<file path="src/mrmp_pkg.sv">
`timescale 1ns / 1ps
package mrmp_pkg;

    localparam int unsigned CountW    = 17;
    localparam logic [CountW-1:0] CountMax = '1;
    localparam logic [7:0]  PrintLow  = 8'h20;
    localparam logic [7:0]  PrintHigh = 8'h7E;
    localparam logic [15:0] MaxIdReset = 16'd64;
    localparam int unsigned QDepth    = 2;
    localparam int unsigned QAddrW    = $clog2(QDepth);
    localparam int unsigned QCountW   = $clog2(QDepth + 1);

    typedef enum logic [2:0] {
        V_OK         = 3'd0,
        V_SHORT      = 3'd1,
        V_BAD_OP     = 3'd2,
        V_BODY_LEN   = 3'd3,
        V_ID_LEN     = 3'd4,
        V_BAD_ID     = 3'd5,
        V_BAD_STATUS = 3'd6,
        V_MISMATCH   = 3'd7
    } t_verdict;

    typedef struct packed {
        logic [7:0] data_byte;
        logic       last_byte;
    } t_in;

    typedef struct packed {
        logic        kind;
        logic [7:0]  id_char;
        logic [2:0]  verdict_code;
        logic [2:0]  op_code;
        logic [31:0] retry_after_ms;
        logic [15:0] id_length;
    } t_out;

    // work handed from the byte front to the verdict back
    typedef struct packed {
        logic              is_verdict;
        logic [7:0]        id_char;
        logic [CountW-1:0] size;
        logic [15:0]       op_word;
        logic [15:0]       body_length;
        logic [15:0]       ident_length;
        logic [15:0]       status_word;
        logic [31:0]       retry_word;
        logic              ident_bad;
    } t_job;

endpackage

</file>
<file path="src/meta_response_message_parser_core.sv">
`timescale 1ns / 1ps
// Path: a byte that yields a result is queued, then judged and put on o_data.
// Throughput: one byte per cycle while the queue has space; the front
//   classifies and captures a byte in its accept cycle, the back judges and
//   registers one result per cycle while the output is not stalled.
// Reset: synchronous, active low; clears message state, queue pointers and
//   output valid, and sets max_id_length to 64.
module meta_response_message_parser_core (
    input  logic            i_clk,
    input  logic            i_rst_n,
    input  logic            i_valid,
    output logic            o_ready,
    input  mrmp_pkg::t_in   i_data,
    output logic            o_valid,
    input  logic            i_ready,
    output mrmp_pkg::t_out  o_data,
    input  logic            i_cfg_we,
    input  logic [15:0]     i_cfg_data
);
    import mrmp_pkg::*;

    logic [15:0] r_max_id;
    logic        push;
    logic        space;
    logic        pop;
    logic        avail;
    t_job        front_job;
    t_job        back_job;

    always_ff @(posedge i_clk) begin
        if (!i_rst_n) begin
            r_max_id <= MaxIdReset;
        end else if (i_cfg_we) begin
            r_max_id <= i_cfg_data;
        end
    end

    mrmp_front u_front (
        .i_clk   (i_clk),
        .i_rst_n (i_rst_n),
        .i_valid (i_valid),
        .i_data  (i_data),
        .i_space (space),
        .o_ready (o_ready),
        .o_push  (push),
        .o_job   (front_job)
    );

    mrmp_queue u_queue (
        .i_clk   (i_clk),
        .i_rst_n (i_rst_n),
        .i_push  (push),
        .i_job   (front_job),
        .o_space (space),
        .i_pop   (pop),
        .o_avail (avail),
        .o_job   (back_job)
    );

    mrmp_back u_back (
        .i_clk    (i_clk),
        .i_rst_n  (i_rst_n),
        .i_max_id (r_max_id),
        .i_avail  (avail),
        .i_job    (back_job),
        .o_pop    (pop),
        .o_valid  (o_valid),
        .i_ready  (i_ready),
        .o_data   (o_data)
    );

endmodule

</file>
<file path="src/mrmp_front.sv">
`timescale 1ns / 1ps
module mrmp_front (
    input  logic            i_clk,
    input  logic            i_rst_n,
    input  logic            i_valid,
    input  mrmp_pkg::t_in   i_data,
    input  logic            i_space,
    output logic            o_ready,
    output logic            o_push,
    output mrmp_pkg::t_job  o_job
);
    import mrmp_pkg::*;

    logic [CountW-1:0] r_count, n_count;
    logic [15:0]       r_op, n_op;
    logic [15:0]       r_body, n_body;
    logic [15:0]       r_idlen, n_idlen;
    logic [15:0]       r_status, n_status;
    logic [31:0]       r_retry, n_retry;
    logic              r_bad, n_bad;
    logic [CountW-1:0] id_end;
    logic              in_id;
    logic              accept;
    logic [7:0]        b;

    assign o_ready = i_space;
    assign accept  = i_valid && i_space;
    assign b       = i_data.data_byte;
    assign id_end  = CountW'(6) + {1'b0, r_idlen};

    always_comb begin
        n_op     = r_op;
        n_body   = r_body;
        n_idlen  = r_idlen;
        n_status = r_status;
        n_retry  = r_retry;
        n_bad    = r_bad;
        in_id    = 1'b0;
        if (r_count < CountW'(2)) begin
            n_op = {r_op[7:0], b};
        end else if (r_count < CountW'(4)) begin
            n_body = {r_body[7:0], b};
        end else if (r_count < CountW'(6)) begin
            n_idlen = {r_idlen[7:0], b};
        end else if (r_count < id_end) begin
            in_id = 1'b1;
            if (b < PrintLow || b > PrintHigh) begin
                n_bad = 1'b1;
            end
        end else if (r_count < id_end + CountW'(2)) begin
            n_status = {r_status[7:0], b};
        end else if (r_count < id_end + CountW'(6)) begin
            n_retry = {r_retry[23:0], b};
        end
        n_count = (r_count == CountMax) ? r_count : r_count + CountW'(1);
    end

    assign o_push = accept && (i_data.last_byte || in_id);

    always_comb begin
        o_job.is_verdict   = i_data.last_byte;
        o_job.id_char      = b;
        o_job.size         = n_count;
        o_job.op_word      = n_op;
        o_job.body_length  = n_body;
        o_job.ident_length = n_idlen;
        o_job.status_word  = n_status;
        o_job.retry_word   = n_retry;
        o_job.ident_bad    = n_bad;
    end

    always_ff @(posedge i_clk) begin
        if (!i_rst_n) begin
            r_count  <= '0;
            r_op     <= '0;
            r_body   <= '0;
            r_idlen  <= '0;
            r_status <= '0;
            r_retry  <= '0;
            r_bad    <= 1'b0;
        end else if (accept) begin
            if (i_data.last_byte) begin
                r_count  <= '0;
                r_op     <= '0;
                r_body   <= '0;
                r_idlen  <= '0;
                r_status <= '0;
                r_retry  <= '0;
                r_bad    <= 1'b0;
            end else begin
                r_count  <= n_count;
                r_op     <= n_op;
                r_body   <= n_body;
                r_idlen  <= n_idlen;
                r_status <= n_status;
                r_retry  <= n_retry;
                r_bad    <= n_bad;
            end
        end
    end

endmodule

</file>
<file path="src/mrmp_queue.sv">
`timescale 1ns / 1ps
module mrmp_queue (
    input  logic            i_clk,
    input  logic            i_rst_n,
    input  logic            i_push,
    input  mrmp_pkg::t_job  i_job,
    output logic            o_space,
    input  logic            i_pop,
    output logic            o_avail,
    output mrmp_pkg::t_job  o_job
);
    import mrmp_pkg::*;

    t_job               r_mem [QDepth];
    logic [QAddrW-1:0]  r_wptr;
    logic [QAddrW-1:0]  r_rptr;
    logic [QCountW-1:0] r_fill;
    logic               do_pop;

    assign o_space = (r_fill != QCountW'(QDepth));
    assign o_avail = (r_fill != '0);
    assign o_job   = r_mem[r_rptr];
    assign do_pop  = i_pop && o_avail;

    always_ff @(posedge i_clk) begin
        if (i_push) begin
            r_mem[r_wptr] <= i_job;
        end
    end

    always_ff @(posedge i_clk) begin
        if (!i_rst_n) begin
            r_wptr <= '0;
            r_rptr <= '0;
            r_fill <= '0;
        end else begin
            if (i_push) begin
                r_wptr <= (r_wptr == QAddrW'(QDepth - 1)) ? '0 : r_wptr + QAddrW'(1);
            end
            if (do_pop) begin
                r_rptr <= (r_rptr == QAddrW'(QDepth - 1)) ? '0 : r_rptr + QAddrW'(1);
            end
            if (i_push && !do_pop) begin
                r_fill <= r_fill + QCountW'(1);
            end else if (!i_push && do_pop) begin
                r_fill <= r_fill - QCountW'(1);
            end
        end
    end

endmodule

</file>
<file path="src/mrmp_back.sv">
`timescale 1ns / 1ps
module mrmp_back (
    input  logic            i_clk,
    input  logic            i_rst_n,
    input  logic [15:0]     i_max_id,
    input  logic            i_avail,
    input  mrmp_pkg::t_job  i_job,
    output logic            o_pop,
    output logic            o_valid,
    input  logic            i_ready,
    output mrmp_pkg::t_out  o_data
);
    import mrmp_pkg::*;

    logic     r_valid;
    t_out     r_out;
    t_out     n_out;
    t_verdict verdict;
    logic     load;

    // first failing check wins
    always_comb begin
        if (i_job.size < CountW'(12)) begin
            verdict = V_SHORT;
        end else if (i_job.op_word < 16'd1 || i_job.op_word > 16'd4) begin
            verdict = V_BAD_OP;
        end else if ({1'b0, i_job.body_length} + CountW'(4) != i_job.size
                     || i_job.body_length < 16'd8) begin
            verdict = V_BODY_LEN;
        end else if ({1'b0, i_job.ident_length} + CountW'(8) != {1'b0, i_job.body_length}) begin
            verdict = V_ID_LEN;
        end else if (i_job.ident_length == 16'd0 || i_job.ident_length > i_max_id
                     || i_job.ident_bad) begin
            verdict = V_BAD_ID;
        end else if (i_job.status_word < 16'd1 || i_job.status_word > 16'd4) begin
            verdict = V_BAD_STATUS;
        end else if (i_job.status_word != i_job.op_word) begin
            verdict = V_MISMATCH;
        end else begin
            verdict = V_OK;
        end
    end

    always_comb begin
        n_out = '0;
        if (i_job.is_verdict) begin
            n_out.kind         = 1'b1;
            n_out.verdict_code = verdict;
            if (verdict == V_OK) begin
                n_out.op_code        = i_job.op_word[2:0];
                n_out.retry_after_ms = i_job.retry_word;
                n_out.id_length      = i_job.ident_length;
            end
        end else begin
            n_out.id_char = i_job.id_char;
        end
    end

    assign load    = i_avail && (!r_valid || i_ready);
    assign o_pop   = load;
    assign o_valid = r_valid;
    assign o_data  = r_out;

    always_ff @(posedge i_clk) begin
        if (!i_rst_n) begin
            r_valid <= 1'b0;
        end else if (load) begin
            r_valid <= 1'b1;
        end else if (i_ready) begin
            r_valid <= 1'b0;
        end
    end

    always_ff @(posedge i_clk) begin
        if (load) begin
            r_out <= n_out;
        end
    end

endmodule

</file>
<file path="config.mk">
export PLATFORM = sky130hd
export DESIGN_NAME = meta_response_message_parser_core
export DESIGN_NICKNAME = d
export VERILOG_FILES = /design/src/mrmp_pkg.sv /design/src/meta_response_message_parser_core.sv /design/src/mrmp_front.sv /design/src/mrmp_queue.sv /design/src/mrmp_back.sv
export SDC_FILE = /design/constraint.sdc
export NUM_CORES = 1
export LEC_CHECK = 0
export BUFFER_PORTS_ARGS = -buffer_cell sky130_fd_sc_hd__buf_2
export CORE_ASPECT_RATIO = 0.6
export CORE_UTILIZATION = 62
export CTS_CLUSTER_DIAMETER = 60
export CTS_CLUSTER_SIZE = 20
export DETAILED_ROUTE_END_ITERATION = 8
export GPL_TIMING_DRIVEN = 0
export HOLD_SLACK_MARGIN = 0.06
export MAX_ROUTING_LAYER = met4
export PLACE_DENSITY = 0.8
export SYNTH_ARGS = -nofsm -noshare
export SYNTH_HDL_FRONTEND = slang
export SYNTH_SLANG_ARGS = --single-unit
</file>
<file path="constraint.sdc">
create_clock -name i_clk -period 10.76 [get_ports i_clk]
set_input_delay 2.152 -clock i_clk [delete_from_list [all_inputs] [get_ports i_clk]]
set_output_delay 2.152 -clock i_clk [all_outputs]
set_load 0.05 [all_outputs]
</file>
==> results.md, run 1 <==
* CP Max Fanout at 10
* GRT Util Overall at about a third
* Top cell type by total area after synthesis: edfxtp_1
* Synth Area in Adders at around 4%
* Slew HR at 18.1%
* Clk Latency, worst-skew pair at ~0.6 ns
* Remaining DRCs at 0
* Largest net degree at the start of global routing at 65
* Area growth syn-to-layout at 9.48%
* Hold Buf Count CTS at 0
* Mux contribution to synthesized area at around a tenth
* Status: completed
* CTS HTree Levels at 1
* Power Dens Cells at 187 mW/mm2
* Final core occ at 69.5%
* Total grt overflow at 0
* Worst Tran Pin Value at around 1.2 ns
* Clk_skew at ~0.022 ns
* Count of flip-flops with a built-in enable after synthesis at 309
* Worst hold endpoint: u_front.r_retry[29]$_SDFFE_PN0P_
* Fin. max-slew vios at 0
* Hold_sp: u_front.r_retry[29]$_SDFFE_PN0P_
* Main flop type after synthesis: edfxtp_1
* Vias in the first global route at about 14000
* # rows at 52
* Via density at around 6.5
* Setup crit end kind: flop
* Full die area at around 0.036 mm2
* Vias at ~16000
* # Post-CTS Setup Buffers at 0
* Reg-to-reg endpoint: u_back.o_data[48]$_SDFFCE_PN0P_
* Top-area cell type share of the netlist area at a little over two fifths
* Die W at roughly 240 um
* Starting Density at 63.5%
* Leak at 8.33 nW
* Clk sink count at 445
* Clock Path Buffers at 3
* Hold Crit Class: reg -> reg
* Mapped Cells at about 1800
* Crit path launch type: flop
* Post-Syn Nets at roughly 1900
* Initial antenna violation count at 7
* Filler Cells Inserted at between 2000 and 2500
* Routed Antenna Nets at 0
* XOR/XNOR share of the synthesized area at a little over 6%
* Wirelength per Cell at roughly 25 um
* Peak supply drop at roughly 200 uV
* RSZ-0062 raised after global routing: no
* Multi-input combinational cell area at 0.00902 mm2
* Synth Area in Compound Gates at 9.00%
* PostCTS Resize Cnt at 0
* Simple-Gate Fraction of Synth Area at 12.7%
* Register area share after synthesis at approximately 56%
* Share of cells above drive strength 1 at 15.3%
* Largest family of logic cells by synthesized area: simple AND/OR/NAND/NOR gates
* Peak Freq at 0.147 GHz
* Clock Pin Slew Worst Setup and Hold Paths at 0.08 ns
* CTS Root Cell: clkbuf_16
* Setup violators final at 0
* Ports at 95
* RePlAce Congestion at ~0.99
* Ranking of synthesized cells by area: edfxtp_1 43%, dfxtp_1 13%, mux2_2 5.5%
* Mapped Area at approximately 0.022 mm2
* Post-synth ARST share at 0%
* WHS Path Cells at 2
* Routed WL at around 60000 um
* Yosys warns at 0
* First-pass GRT wire length at roughly 89000 um
* Port buffer count at slightly above 90
* Reg area at ~0.012 mm2
* Worst Path Required at between 10 and 15 ns
* Core Box Area at 0.0340 mm2
* Critical Path AT at slightly above 7 ns
* Synth unique cells at 65
* Fin crit share at a little under two thirds
* Drt initial violations at 2123
* # nets final at 2009
* Crit Path Category: reg -> reg
* Final Hold Viols at 0
* TritonCTS buffer count at 27
* Final worst path period need at around 7 ns
* FF+latch count, synth at 445
* CTS tree: done
* Post-DP HPWL at roughly 44000 um
* Die Y at around 150 um
* Syn_area_per_cell at approximately 12 um2
* Worst R2R Path Depth at 20
* Total chip power at around 0.0044 W
* Maxcap violations at 0
* Iteration count of the initial detailed-routing pass at 6
* R2R Setup Slk at around 4 ns
==> registers in the layout (all words and copies together), names as in the netlist, named ones only <==
signal            cells
u_queue.r_mem       246
u_back.o_data        63
u_front.r_retry      32
u_front.r_count      17
r_max_id             16
u_front.r_body       16
u_front.r_idlen      16
u_front.r_op         16
u_front.r_status     16
u_queue.r_fill        2
u_back.o_valid        1
u_front.r_bad         1
u_queue.r_rptr        1
u_queue.r_wptr        1
==> stage by stage <==
step	std cells	hold WS [ns]	TNS [ns]	worst slack (ns)	cell area, um2
floorplan	1781	0.443	0	2.15	21600
global placement	2332	0.453	-183.27	-1.49	22600
detailed placement	2339	0.458	0	4.11	22800
CTS	2389	0.471	0	4.10	23600
global route	2393	0.500	0	3.69	23600
finish	2393	0.477	0	3.94	23600
==> worst max-delay path by stage <==
stage,start,slack (ns),to
CTS,flop,4.10,u_back.o_data[47]$_SDFFCE_PN0P_
global route,flop,3.69,u_back.o_data[47]$_SDFFCE_PN0P_
finish,flop,3.94,u_back.o_data[48]$_SDFFCE_PN0P_
floorplan,u_front.r_idlen[1]$_SDFFE_PN0P_,2.15,u_queue.r_mem[0][0]$_DFFE_PP_
detailed placement,flop,4.11,u_back.o_data[47]$_SDFFCE_PN0P_
global placement,u_front.r_idlen[1]$_SDFFE_PN0P_,-1.49,u_queue.r_mem[0][4]$_DFFE_PP_
==> cell usage after synthesis (7+ instances only) <==
library cell,count
nand4_1,44
mux2_2,106
o21ai_0,35
nand3_1,35
dfxtp_1,136
and3_1,12
nor4_1,31
and4_1,21
ha_1,69
o22ai_1,37
o21a_1,21
clkbuf_1,72
xnor2_1,93
a21o_1,19
a22oi_1,61
edfxtp_1,309
and2_1,8
nor2_1,77
nand2_1,99
nor2b_1,81
a21oi_1,36
nor2_2,20
a211oi_1,12
mux2i_1,90
xor2_1,60
or4_1,9
buf_2,7
nor3_1,31
inv_1,37
nand3b_1,7
a21boi_0,20
==> layer usage <==
layer	vias up	GRT usage (%)	part of all wire, %
li1	6911	-	-
met1	7581	53.2	45
met2	995	44.6	40
met3	92	8.03	13
met4	0	7.20	1.9
met5	-	-	0
==> cells in the final DEF, fill, tap and decap left out, types with 19 or more instances in the layout <==
master     count
clkbuf_1      89
xnor2_1       93
nor3_1        31
ha_1          69
nor4_1        31
nor2_1        75
nand4_1       44
nand3_1       35
o22ai_1       37
nand2_1       99
clkbuf_16     29
and4_1        21
xor2_1        60
o21a_1        21
o21ai_0       35
nor2_2        20
buf_2        100
mux2_2       106
dfxtp_1      136
a21o_1        19
a21oi_1       36
nor2b_1       81
a22oi_1       61
mux2i_1       90
a21boi_0      20
edfxtp_1     309
inv_1         37
==> cell families after synthesis <==
group	Yosys count
and+or+nand+nor	503
DFF	445
AOI/OAI and AO/OA	283
muxes	198
xor gates and xnor gates	153
buffers and inverters	130
adders and majority gates	69
==> worst max-delay path: stages, from the launching register on <==
cell and delay (ns):
dfxtp_1 0.56, buf_6 0.23, buf_4 0.23, buf_2 0.29, buf_2 0.41, buf_2 0.44, buf_1 0.71, clkbuf_1 0.71
nand2_1 0.20, nand2_1 0.12, ha_1 0.26, a21o_1 0.20, a21oi_1 0.14, o22ai_1 0.09, o21ai_0 0.30, o221ai_1 0.19
or4_1 0.61, or4_1 0.41, buf_2 0.20, buf_6 0.20, nor2_2 0.14
==> area by class of cell <==
cell class | count | share of cell area, %
Timing Repair Buffer | 100 | 2.60
Clock buffer | 46 | 3.34
Antenna cell | 3 | 0.0318
Tap cell | 459 | 2.43
Sequential cell | 445 | 50.8
Multi-Input combinational cell | 1206 | 38.2
Inverter | 38 | 0.604
Buffer | 92 | 1.75
Clock inverter | 4 | 0.180
==> power by group <==
part | switching (W) | internal (W) | leakage (nW)
clock network | 0.000569 | 0.000509 | 0.398
registers | 0.0000764 | 0.00202 | 3.99
logic | 0.000876 | 0.000364 | 3.93
total | 0.00152 | 0.00289 | 8.33
Power figures use the tool's default switching activity.
==> run 2, diff against run 1 <==
==> constraint.sdc (replaced) <==
create_clock -name i_clk -period 6.3 [get_ports i_clk]
set_input_delay 1.26 -clock i_clk [delete_from_list [all_inputs] [get_ports i_clk]]
set_output_delay 1.26 -clock i_clk [all_outputs]
set_load 0.05 [all_outputs]
==> results.md, run 2 (synthesis results as in run 1) <==
* Status: completed (unchanged)
* Die W at 243 um (unchanged)
* CP Max Fanout at 10 (unchanged)
* Hold Slack at 0.482 ns (was 0.477 ns)
* RSZ-0062 raised after global routing: yes (was no)
* Worst hold endpoint: u_front.r_retry[26]$_SDFFE_PN0P_ (was u_front.r_retry[29]$_SDFFE_PN0P_)
* Worst Tran Pin Value at 1.12 ns (was 1.22 ns)
* R2R Setup Slk at 0.18 ns (was 3.94 ns)
* Hold_sp: u_front.r_retry[26]$_SDFFE_PN0P_ (was u_front.r_retry[29]$_SDFFE_PN0P_)
* Clk_skew at 0.0211 ns (was 0.0217 ns)
* Remaining DRCs at 0 (unchanged)
* CTS tree: done (unchanged)
* Critical Path AT at 6.55 ns (was 7.25 ns)
* Leak at 8.37 nW (was 8.33 nW)
* Slew HR at 24.7% (was 18.1%)
* Reg-to-reg endpoint: u_front.r_retry[19]$_SDFFE_PN0P_ (was u_back.o_data[48]$_SDFFCE_PN0P_)
* Slowest stage cell, crit path: or4_1 (was buf_1)
* Fin. max-slew vios at 0 (unchanged)
* M1 WL at 27200 um (was 26500 um)
* Clock Path Buffers at 3 (unchanged)
* Max stage delay on crit path at 0.61 ns (was 0.71 ns)
* Final Hold Viols at 0 (unchanged)
* Worst R2R Path Depth at 20 (unchanged)
* First-pass GRT wire length at 89200 um (was 88500 um)
* # Post-CTS Setup Buffers at 0 (unchanged)
* # nets final at 2010 (was 2009)
* Ports at 95 (unchanged)
* Most frequent cells in the layout: 309 x edfxtp_1, 136 x dfxtp_1, 106 x mux2_2 (unchanged)
* Final core occ at 69.8% (was 69.5%)
* Drt initial violations at 2022 (was 2123)
* RePlAce Congestion at 0.994 (was 0.990)
* Share of cells above drive strength 1 at 15.7% (was 15.3%)
* GRT Util Overall at 34.4% (was 34.1%)
* Hold Crit Class: reg -> reg (unchanged)
* Wirelength per Cell at 25.0 um (was 24.9 um)
* Total grt overflow at 0 (unchanged)
* Clk sink count at 445 (unchanged)
* Full die area at 0.0355 mm2 (unchanged)
* Max reg flops at 246 (unchanged)
* CTS HTree Levels at 1 (unchanged)
* Maxcap violations at 0 (unchanged)
* Port buffer count at 92 (unchanged)
* Routed Antenna Nets at 0 (unchanged)
* Area growth syn-to-layout at 9.89% (was 9.48%)
* CTS Root Cell: clkbuf_16 (unchanged)
* Clock Pin Slew Worst Setup and Hold Paths at 0.08 ns (about the same)
* Setup crit end kind: flop (unchanged)
* Initial antenna violation count at 2 (was 7)
* Vias at 15600 (about the same)
* Clk Latency, worst-skew pair at 0.58 ns (was 0.59 ns)
* Biggest register: u_queue.r_mem (unchanged)
* WHS Path Cells at 2 (unchanged)
* Power Dens Cells at 319 mW/mm2 (was 187 mW/mm2)
* Routed WL at 59800 um (was 59600 um)
* Peak Freq at 0.163 GHz (was 0.147 GHz)
* Filler Cells Inserted at 2423 (was 2476)
* R2r startpoint: u_front.r_idlen[1]$_SDFFE_PN0P_
* Met2 WL post-DR at 24100 um (was 24000 um)
* # rows at 52 (unchanged)
* Peak supply drop at 347 uV (was 201 uV)
* Crit path launch type: flop (unchanged)
* Critical Path Source: u_front.r_idlen[1]$_SDFFE_PN0P_
* Routed length on met3 at 7210 um (was 7980 um)
* Die Y at 146 um (unchanged)
* Crit Path Category: reg -> reg (unchanged)
* Post-DP HPWL at 44700 um (was 44100 um)
* Worst Path Required at 6.73 ns (was 11.19 ns)
* Core Box Area at 0.0340 mm2 (unchanged)
* Starting Density at 63.5% (unchanged)
* Most common cell after layout, fill and taps aside: edfxtp_1 (unchanged)
* TritonCTS buffer count at 28 (was 27)
* Cells along the critical path: clkbuf_1 -> inv_1 -> ha_1 -> clkbuf_1 -> nor2_1 -> nand3_1 -> xor2_1 -> or4_1 -> nor2_1 -> xor2_1 -> ha_1 -> a21o_1 -> a21oi_1 -> o211a_1 -> o21ai_0 -> a221oi_1 -> nand3_2 -> a21oi_2 -> clkbuf_1 -> o22ai_1 (was buf_6 -> buf_4 -> buf_2 -> buf_2 -> buf_2 -> buf_1 -> clkbuf_1 -> nand2_1 -> nand2_1 -> ha_1 -> a21o_1 -> a21oi_1 -> o22ai_1 -> o21ai_0 -> o221ai_1 -> or4_1 -> or4_1 -> buf_2 -> buf_6 -> nor2_2)
* Fin crit share at 97.1% (was 63.3%)
* Via density at 6.51 (about the same)
* Iteration count of the initial detailed-routing pass at 5 (was 6)
* Setup violators final at 0 (unchanged)
* Vias in the first global route at 14400 (was 14300)
* Crit-path most repeated cell: clkbuf_1 (was buf_2)
* Largest net degree at the start of global routing at 53 (was 65)
* Final worst path period need at 6.12 ns (was 6.82 ns)
* Highest metal used: met4 (unchanged)
==> run 2: layout make-up <==
cell class | count | area [um2] | share of cell area [%]
Sequential cell | 445 | 12000 | 50.7
Multi-Input combinational cell | 1206 | 9030 | 38.1
Clock buffer | 44 | 782 | 3.30
Timing Repair Buffer | 101 | 658 | 2.78
Tap cell | 459 | 574 | 2.42
Buffer | 91 | 412 | 1.74
Inverter | 38 | 143 | 0.602
Clock inverter | 8 | 85.1 | 0.359
Antenna cell | 2 | 5.00 | 0.0211
==> run 2: worst max-delay path by stage <==
stage / end / slack (ns) / depth (start not counted)
after floorplan: u_queue.r_mem[1][0]$_DFFE_PP_ / -0.007 / 14
after global placement: u_queue.r_mem[1][0]$_DFFE_PP_ / -2.25 / 15
after detailed placement: u_back.o_data[16]$_SDFFCE_PN0P_ / -0.30 / 20
after CTS: u_front.r_retry[19]$_SDFFE_PN0P_ / 0.00009 / 20
after global routing: u_front.r_retry[19]$_SDFFE_PN0P_ / -0.006 / 20
final: u_front.r_retry[19]$_SDFFE_PN0P_ / 0.18 / 20
==> run 2: metrics by stage <==
stage               worst slack, ns  cell area, um2  std cells  power, W  setup TNS [ns]
global route               -0.00611           23700       2393   0.00781        -0.00611
detailed placement           -0.299           22800       2340   0.00573          -12.14
floorplan                  -0.00719           21600       1781   0.00512          -0.884
global placement              -2.25           22600       2332   0.00568         -345.55
CTS                       0.0000884           23700       2391   0.00755               0
finish                        0.184           23700       2394   0.00756               0
==> run 2: repair_timing <==
| action | 4_1_cts | 5_1_grt |
|---|---|---|
| resized for setup | 0 | 6 |
| endpoints found under the setup margin | 51 | 39 |
| hold buffers | 0 | 0 |
==> run 2: worst max-delay path: cells and delay by family (launching register included) <==
kind / cells / cell delay (ns)
and+or+nand+nor: 5 / 1.53
AOI/OAI and AO/OA: 7 / 1.89
xor gates and xnor gates: 2 / 0.46
DFF: 1 / 0.37
buffers and inverters: 4 / 1.23
adders and majority gates: 2 / 0.49
==> run 2: where the power goes <==
part	switching, W	internal (W)	total, W
Clock	0.000976	0.000894	0.00187
Sequential	0.000128	0.00344	0.00357
Combinational	0.00149	0.000624	0.00212
Total	0.00260	0.00496	0.00756
==> run 2: layer usage <==
| layer | global-route usage [%] | vias to the layer above |
|---|---|---|
| met2 | 45.3 | 919 |
| li1 | - | 6907 |
| met1 | 53.2 | 7667 |
| met3 | 8.03 | 90 |
| met5 | - | - |
| met4 | 7.58 | 0 |
